`src/design/nfba_pkg.sv`:
```
// Shared types and codes for the next-fit block allocator.
// Used by nfba_ctrl, nfba_dpath and the top level; depends on nothing.
package nfba_pkg;

  localparam int IN_W  = 72;   // func, req_size, req_addr, padded to bytes
  localparam int OUT_W = 104;  // result_addr, status, copy_source, copy_bytes, padded

  localparam logic [1:0] FUNC_ALLOC   = 2'd0;
  localparam logic [1:0] FUNC_FREE    = 2'd1;
  localparam logic [1:0] FUNC_REALLOC = 2'd2;

  localparam logic [2:0] ST_OK      = 3'd0;
  localparam logic [2:0] ST_ZERO    = 3'd1;
  localparam logic [2:0] ST_OOM     = 3'd2;
  localparam logic [2:0] ST_UNKNOWN = 3'd3;
  localparam logic [2:0] ST_FULL    = 3'd4;

  localparam logic REG_HEAP_BASE  = 1'b0;
  localparam logic REG_HEAP_LIMIT = 1'b1;

  localparam logic [31:0] HEAP_BASE_RST  = 32'h0010_0000;
  localparam logic [31:0] HEAP_LIMIT_RST = 32'h0100_0000;

  localparam logic [32:0] RND_ADD  = 33'd15;
  localparam logic [32:0] RND_MASK = ~33'd15;

  typedef struct packed {
    logic        is_free;
    logic [31:0] nbytes;
    logic [31:0] offset;
  } entry_t;

  typedef enum logic [4:0] {
    OP_NONE, OP_LOAD, OP_SET_ZERO, OP_SET_UNK, OP_SET_OOM, OP_SET_FULL,
    OP_FIND_INIT, OP_FIND_NEXT, OP_TAKE, OP_MARK_FREE,
    OP_AL_INIT, OP_AL_NEXT, OP_AL_TAKE, OP_BUMP_SUM, OP_BUMP_NEW, OP_AL_FIN,
    OP_SP_INIT, OP_SP_MOVE, OP_SP_FIN, OP_SP_WRI,
    OP_PTR_NEXT, OP_ABSORB, OP_MG_MOVE, OP_MG_END,
    OP_GROW_ON, OP_MOVE_START, OP_INPLACE, OP_AL_END, OP_MOVE_FIND, OP_EMIT
  } op_t;

  typedef struct packed {
    op_t op;
  } cmd_t;

  typedef struct packed {
    logic [1:0] func;
    logic       size_zero;
    logic       addr_zero;
    logic       k_end;
    logic       match;
    logic       fits;
    logic       ent_fits;
    logic       has_next;
    logic       next_free;
    logic       ptr_lt_count;
    logic       ptr_at_next;
    logic       split_ok;
    logic       oom;
    logic       full;
    logic       in_alloc;
    logic       moving;
    logic       grow;
    logic       res_ok;
    logic       out_free;
  } stat_t;

endpackage

```
`src/design/nfba_ctrl.sv`:
```
// Sequencer for the allocator: one-hot state machine issuing datapath ops.
// Depends on nfba_pkg.
module nfba_ctrl
  import nfba_pkg::*;
(
  input  logic  clk,
  input  logic  rst,
  input  logic  in_valid,
  output logic  in_ready,
  input  stat_t stat,
  output cmd_t  cmd
);

  typedef enum logic [26:0] {
    S_IDLE     = 27'(1) << 0,
    S_DISPATCH = 27'(1) << 1,
    S_FIND_WAIT= 27'(1) << 2,
    S_FIND_CHK = 27'(1) << 3,
    S_FOUND    = 27'(1) << 4,
    S_RA_FIT   = 27'(1) << 5,
    S_AL_START = 27'(1) << 6,
    S_AL_WAIT  = 27'(1) << 7,
    S_AL_CHK   = 27'(1) << 8,
    S_BUMP1    = 27'(1) << 9,
    S_BUMP2    = 27'(1) << 10,
    S_AL_RET   = 27'(1) << 11,
    S_SP_CHK   = 27'(1) << 12,
    S_SP_WAIT  = 27'(1) << 13,
    S_SP_MOVE  = 27'(1) << 14,
    S_SP_FIN   = 27'(1) << 15,
    S_SP_WRI   = 27'(1) << 16,
    S_SP_RET   = 27'(1) << 17,
    S_MG_CHK   = 27'(1) << 18,
    S_MG_WAIT  = 27'(1) << 19,
    S_MG_TEST  = 27'(1) << 20,
    S_MG_SHCHK = 27'(1) << 21,
    S_MG_SHMOV = 27'(1) << 22,
    S_MG_END   = 27'(1) << 23,
    S_MG_GROW  = 27'(1) << 24,
    S_MG_EXIT  = 27'(1) << 25,
    S_DONE     = 27'(1) << 26
  } state_t;

  state_t state, state_next;

  always_ff @(posedge clk) begin
    if (rst) begin
      state <= S_IDLE;
    end else begin
      state <= state_next;
    end
  end

  assign in_ready = (state == S_IDLE);

  always_comb begin
    state_next = state;
    cmd.op     = OP_NONE;
    unique case (state)
      S_IDLE: begin
        if (in_valid) begin
          cmd.op     = OP_LOAD;
          state_next = S_DISPATCH;
        end
      end
      S_DISPATCH: begin
        if (stat.func == FUNC_ALLOC) begin
          state_next = S_AL_START;
        end else if (stat.func == FUNC_FREE || stat.func == FUNC_REALLOC) begin
          if (stat.addr_zero) begin
            state_next = (stat.func == FUNC_FREE) ? S_DONE : S_AL_START;
          end else begin
            cmd.op     = OP_FIND_INIT;
            state_next = S_FIND_WAIT;
          end
        end else begin
          state_next = S_DONE;
        end
      end
      S_FIND_WAIT: state_next = S_FIND_CHK;
      S_FIND_CHK: begin
        if (stat.k_end) begin
          if (!stat.moving) cmd.op = OP_SET_UNK;
          state_next = S_DONE;
        end else if (stat.match) begin
          cmd.op     = OP_TAKE;
          state_next = S_FOUND;
        end else begin
          cmd.op     = OP_FIND_NEXT;
          state_next = S_FIND_WAIT;
        end
      end
      S_FOUND: begin
        if (stat.func == FUNC_FREE || stat.moving || stat.size_zero) begin
          cmd.op     = OP_MARK_FREE;
          state_next = S_MG_CHK;
        end else begin
          state_next = S_RA_FIT;
        end
      end
      S_RA_FIT: begin
        if (stat.ent_fits) begin
          state_next = S_SP_CHK;
        end else begin
          cmd.op     = OP_GROW_ON;
          state_next = S_MG_CHK;
        end
      end
      S_AL_START: begin
        if (stat.size_zero) begin
          cmd.op     = OP_SET_ZERO;
          state_next = S_DONE;
        end else begin
          cmd.op     = OP_AL_INIT;
          state_next = S_AL_WAIT;
        end
      end
      S_AL_WAIT: state_next = S_AL_CHK;
      S_AL_CHK: begin
        if (stat.k_end) begin
          state_next = S_BUMP1;
        end else if (stat.fits) begin
          cmd.op     = OP_AL_TAKE;
          state_next = S_SP_CHK;
        end else begin
          cmd.op     = OP_AL_NEXT;
          state_next = S_AL_WAIT;
        end
      end
      S_BUMP1: begin
        cmd.op     = OP_BUMP_SUM;
        state_next = S_BUMP2;
      end
      S_BUMP2: begin
        if (stat.oom)       cmd.op = OP_SET_OOM;
        else if (stat.full) cmd.op = OP_SET_FULL;
        else                cmd.op = OP_BUMP_NEW;
        state_next = S_AL_RET;
      end
      S_AL_RET: begin
        if (stat.moving && stat.res_ok) begin
          cmd.op     = OP_MOVE_FIND;
          state_next = S_FIND_WAIT;
        end else begin
          cmd.op     = OP_AL_END;
          state_next = S_DONE;
        end
      end
      S_SP_CHK: begin
        if (!stat.split_ok) begin
          state_next = S_SP_RET;
        end else if (stat.has_next) begin
          cmd.op     = OP_SP_INIT;
          state_next = S_SP_WAIT;
        end else begin
          state_next = S_SP_FIN;
        end
      end
      S_SP_WAIT: state_next = S_SP_MOVE;
      S_SP_MOVE: begin
        cmd.op     = OP_SP_MOVE;
        state_next = stat.ptr_at_next ? S_SP_FIN : S_SP_WAIT;
      end
      S_SP_FIN: begin
        cmd.op     = OP_SP_FIN;
        state_next = S_SP_WRI;
      end
      S_SP_WRI: begin
        cmd.op     = OP_SP_WRI;
        state_next = S_SP_RET;
      end
      S_SP_RET: begin
        if (stat.in_alloc) begin
          cmd.op     = OP_AL_FIN;
          state_next = S_AL_RET;
        end else begin
          cmd.op     = OP_INPLACE;
          state_next = S_DONE;
        end
      end
      S_MG_CHK: begin
        if (stat.has_next) begin
          cmd.op     = OP_PTR_NEXT;
          state_next = S_MG_WAIT;
        end else begin
          state_next = S_MG_EXIT;
        end
      end
      S_MG_WAIT: state_next = S_MG_TEST;
      S_MG_TEST: begin
        if (stat.next_free) begin
          cmd.op     = OP_ABSORB;
          state_next = S_MG_SHCHK;
        end else begin
          state_next = S_MG_EXIT;
        end
      end
      S_MG_SHCHK: state_next = stat.ptr_lt_count ? S_MG_SHMOV : S_MG_END;
      S_MG_SHMOV: begin
        cmd.op     = OP_MG_MOVE;
        state_next = S_MG_SHCHK;
      end
      S_MG_END: begin
        cmd.op     = OP_MG_END;
        state_next = stat.grow ? S_MG_GROW : S_MG_CHK;
      end
      S_MG_GROW: state_next = stat.ent_fits ? S_SP_CHK : S_MG_CHK;
      S_MG_EXIT: begin
        if (stat.grow) begin
          cmd.op     = OP_MOVE_START;
          state_next = S_AL_START;
        end else begin
          state_next = S_DONE;
        end
      end
      S_DONE: begin
        if (stat.out_free) begin
          cmd.op     = OP_EMIT;
          state_next = S_IDLE;
        end
      end
      default: state_next = S_IDLE;
    endcase
  end

endmodule

```
`config.mk`:
```
export PLATFORM = sky130hd
export DESIGN_NAME = nfba_ctrl
export DESIGN_NICKNAME = d
export VERILOG_FILES = /design/src/design/nfba_pkg.sv /design/src/design/nfba_ctrl.sv
export SDC_FILE = /design/constraint.sdc
export NUM_CORES = 1
export LEC_CHECK = 0
export BUFFER_PORTS_ARGS = -buffer_cell sky130_fd_sc_hd__buf_4
export CORE_UTILIZATION = 25
export DETAILED_ROUTE_END_ITERATION = 7
export GPL_TIMING_DRIVEN = 0
export PLACE_DENSITY_LB_ADDON = 0.12
export REMOVE_ABC_BUFFERS = 1
export SYNTH_ARGS = -nofsm -noshare
export SYNTH_HDL_FRONTEND = slang
export SYNTH_SLANG_ARGS = --single-unit
export TNS_END_PERCENT = 5
```
`constraint.sdc`:
```
create_clock -name clk -period 2.2 [get_ports clk]
set_input_delay 0.22 -clock clk [delete_from_list [all_inputs] [get_ports clk]]
set_output_delay 0.22 -clock clk [all_outputs]
set_load 0.005 [all_outputs]
```
==> impl_results.md <==
- Failing checks: setup timing
- Post-Syn Area: 1950 sq um
- Final Hold Vio Count: 0
- CTS H-tree depth: 1
- Largest register by flop count: state
- Clock transition at path regs: 0.09 ns
- Max Used Layer: met4
- Core box area: 7410 sq um
- Slowest library cell on the worst path: or4_4
- Placed insts: 362
- Tmin final: 2.80 ns
- Commonest non-fill, non-tap cell in the layout: buf_4
- Post-synth ARST share: 0
- # hold bufs at CTS: 0
- Flip-flop count of the largest register after layout: 27
- Post-Layout Cell Count: 395
- Leading area contributor after synthesis: dfxtp_1
- Outcome: finished with violations
- Area grow syn2layout: 41.2%
- CTS tree: built
- Slew Limit Fails: 0
- Cell variety after synth: 50
- CP Launch Point: state[1]
- Seq/Total Area, Yosys: 0.277
- Sink Count: 27
- Ant. Diodes: 0
- Nets: 323
- Worst min path class: primary input to register
- Final worst-path setup slack: -0.603 ns
- Relative slew margins: 0.608
- Most frequent cells in the layout: buf_4, nor2_1, nand2_1
- Number of global-route vias before repair: 2079
- Hold path start: stat[9]
- Later-pin clock latency in the skew report: 0.27 ns
- Syn avg cell area: 8.08 sq um
- Antenna-violating nets left: 0
- Via count: 2115
- Initial core utilization: 0.263
- Synth Warn #: 0
- Largest net degree at the start of global routing: 25
- Crit-path cells: nor4_4, buf_4, nand4_4, or4_4, or3b_4, nand4_1, or3_1, buf_4
- Die area: 8150 sq um
- Dpl hpwl: 4900 um
- Layout cells sized above 1: 0.375
- Wire length on met2: 3160 um
- Sequential cell area: 567 sq um
- RePlAce Congestion: 0.851
- Pleak: 0.00111 uW
- Initial DRT Pass Iterations: 4
- WL final: 6690 um
- Met3 WL: 297 um
- Crit-path leading delay family: simple AND/OR/NAND/NOR gates
- Finish-stage setup viols: 7
- Max-Cap Viols: 0
- GRT Resource Usage Total: 0.164
- Clock Tree Buf Depth: 2
- FP Rows: 31
- Worst Setup Slack post-DPL: -0.899 ns
- Crit-path max FO: 7
- Req. time, crit path: 1.98 ns
- Initial antenna violation count: 0
- Setup Skew: 0.00107 ns
- Final Cycle Share: 1.27
- First-pass GRT wire length: 10800 um
- Die W: 90.3 um
- Actual slew at the worst max-slew pin: 0.580 ns
- Crit end category: output port
- Kind of critical path: register to output port
- DR iter-0 viols: 157
- Post-synth EDFFs: 0
- Fillers: 762
- Multi-input gate area: 1550 sq um
- Mapped Cells: 241
- Max IR drop VDD: 187 uV
- Num ports: 29
- Drt wl/cell: 16.9 um
- Worst path buffer plus inverter count: 2
- RR Startpoint: state[1]
- Die Y-Extent: 90.3 um
- Cell area power density: 370 nW/um^2
- Cts bufs inserted: 3
- CP dominant cell by count: buf_4
- Met1 wire length: 3130 um
- Area contributors post-synth: dfxtp_1, nor4_4, nor3_1
- RSZ-0062 raised after global routing: yes
- Clk root buf: clkbuf_8
- Detailed-route DRC error count: 0
- Top cell type's share of synthesized area: 0.277
- Critical path arrival: 2.58 ns
- Grt ovf: 0
- R2R Setup Slk: -0.08 ns
- Synth Flop Type: dfxtp_1
- Top Registers: state (27)
- DR vias/cell: 5.35
- Largest stage delay, worst path: 0.57 ns
- Highest Clock Rate: 0.357 GHz
- Buffers added on ports: 28
- CP startpoint kind: register
- #FFs+latches synth: 27
stage by stage:
stage | hold WS [ns] | setup TNS (ns) | utilization | area (sq um) | total power [uW]
2_1_floorplan | 0.289 | -0.910 | - | 1920 | 602
6_report | 0.0947 | -3.07 | 0.371 | 2750 | 1020
5_1_grt | 0.0950 | -3.91 | 0.371 | 2750 | 1060
4_1_cts | 0.0882 | -3.25 | 0.353 | 2610 | 999
3_3_place_gp | 0.396 | -9.77 | 0.305 | 2260 | 687
3_5_place_dp | 0.395 | -9.02 | 0.305 | 2260 | 686
kinds of logic (layout without fill, tap and decap cells):
kind of cell | count (synthesis) | count (layout) | synth area share
simple gates | 159 | 159 | 0.541
compound gates | 33 | 33 | 0.109
flops | 27 | 27 | 0.277
buf+inv | 13 | 68 | 0.0263
xor+xnor | 6 | 6 | 0.0270
fa+ha+maj | 3 | 3 | 0.0193
cell type report:
| type | count | area share |
|---|---|---|
| multi-input combinational | 201 | 0.562 |
| sequential | 27 | 0.206 |
| timing repair buffer | 57 | 0.161 |
| tap | 99 | 0.0450 |
| clock buffer | 4 | 0.0164 |
| inverter | 7 | 0.00955 |
path summary, 6_finish.rpt:
check                            endpoint  depth (start not counted)
worst max-delay path               cmd[2]                          8
worst min-delay path            state[23]                          2
worst max register to register  state[12]                          7
worst min register to register   state[3]                          2
synthesized netlist by cell type (2+ instances only):
| cell type | number |
|---|---|
| a21oi_1 | 12 |
| and3_1 | 3 |
| and3b_1 | 2 |
| buf_2 | 2 |
| clkbuf_1 | 4 |
| dfxtp_1 | 27 |
| ha_1 | 3 |
| inv_1 | 7 |
| nand2_1 | 21 |
| nand2b_1 | 12 |
| nand3_1 | 2 |
| nand3b_1 | 10 |
| nand4_1 | 8 |
| nand4b_1 | 4 |
| nor2_1 | 19 |
| nor2b_1 | 4 |
| nor3_1 | 16 |
| nor3b_1 | 3 |
| nor4_1 | 9 |
| nor4_2 | 2 |
| nor4_4 | 4 |
| nor4b_1 | 6 |
| o21ai_0 | 8 |
| or3_1 | 11 |
| or4_1 | 7 |
| or4_4 | 3 |
| or4b_2 | 5 |
| xnor2_1 | 3 |
| xor2_1 | 3 |
per-layer routing:
metal,track usage,vias to the layer above
met5,0,-
met4,0.0470,0
met3,0.0152,10
met2,0.267,63
met1,0.230,1002
li1,-,1040
power by group:
part / internal, uW / total [uW] / switching, uW / leakage (uW)
Clock: 130 / 291 / 161 / 0.0000228
Combinational: 113 / 228 / 115 / 0.000866
Sequential: 488 / 497 / 9.05 / 0.000225
what timing repair did:
action | 4_1_cts | 5_1_grt
setup endpoints to repair | 27 | 19
resized for setup | 32 | 25
pin swaps | 16 | 7
setup buffers | 26 | 3
(Power assumes the default switching activity.)
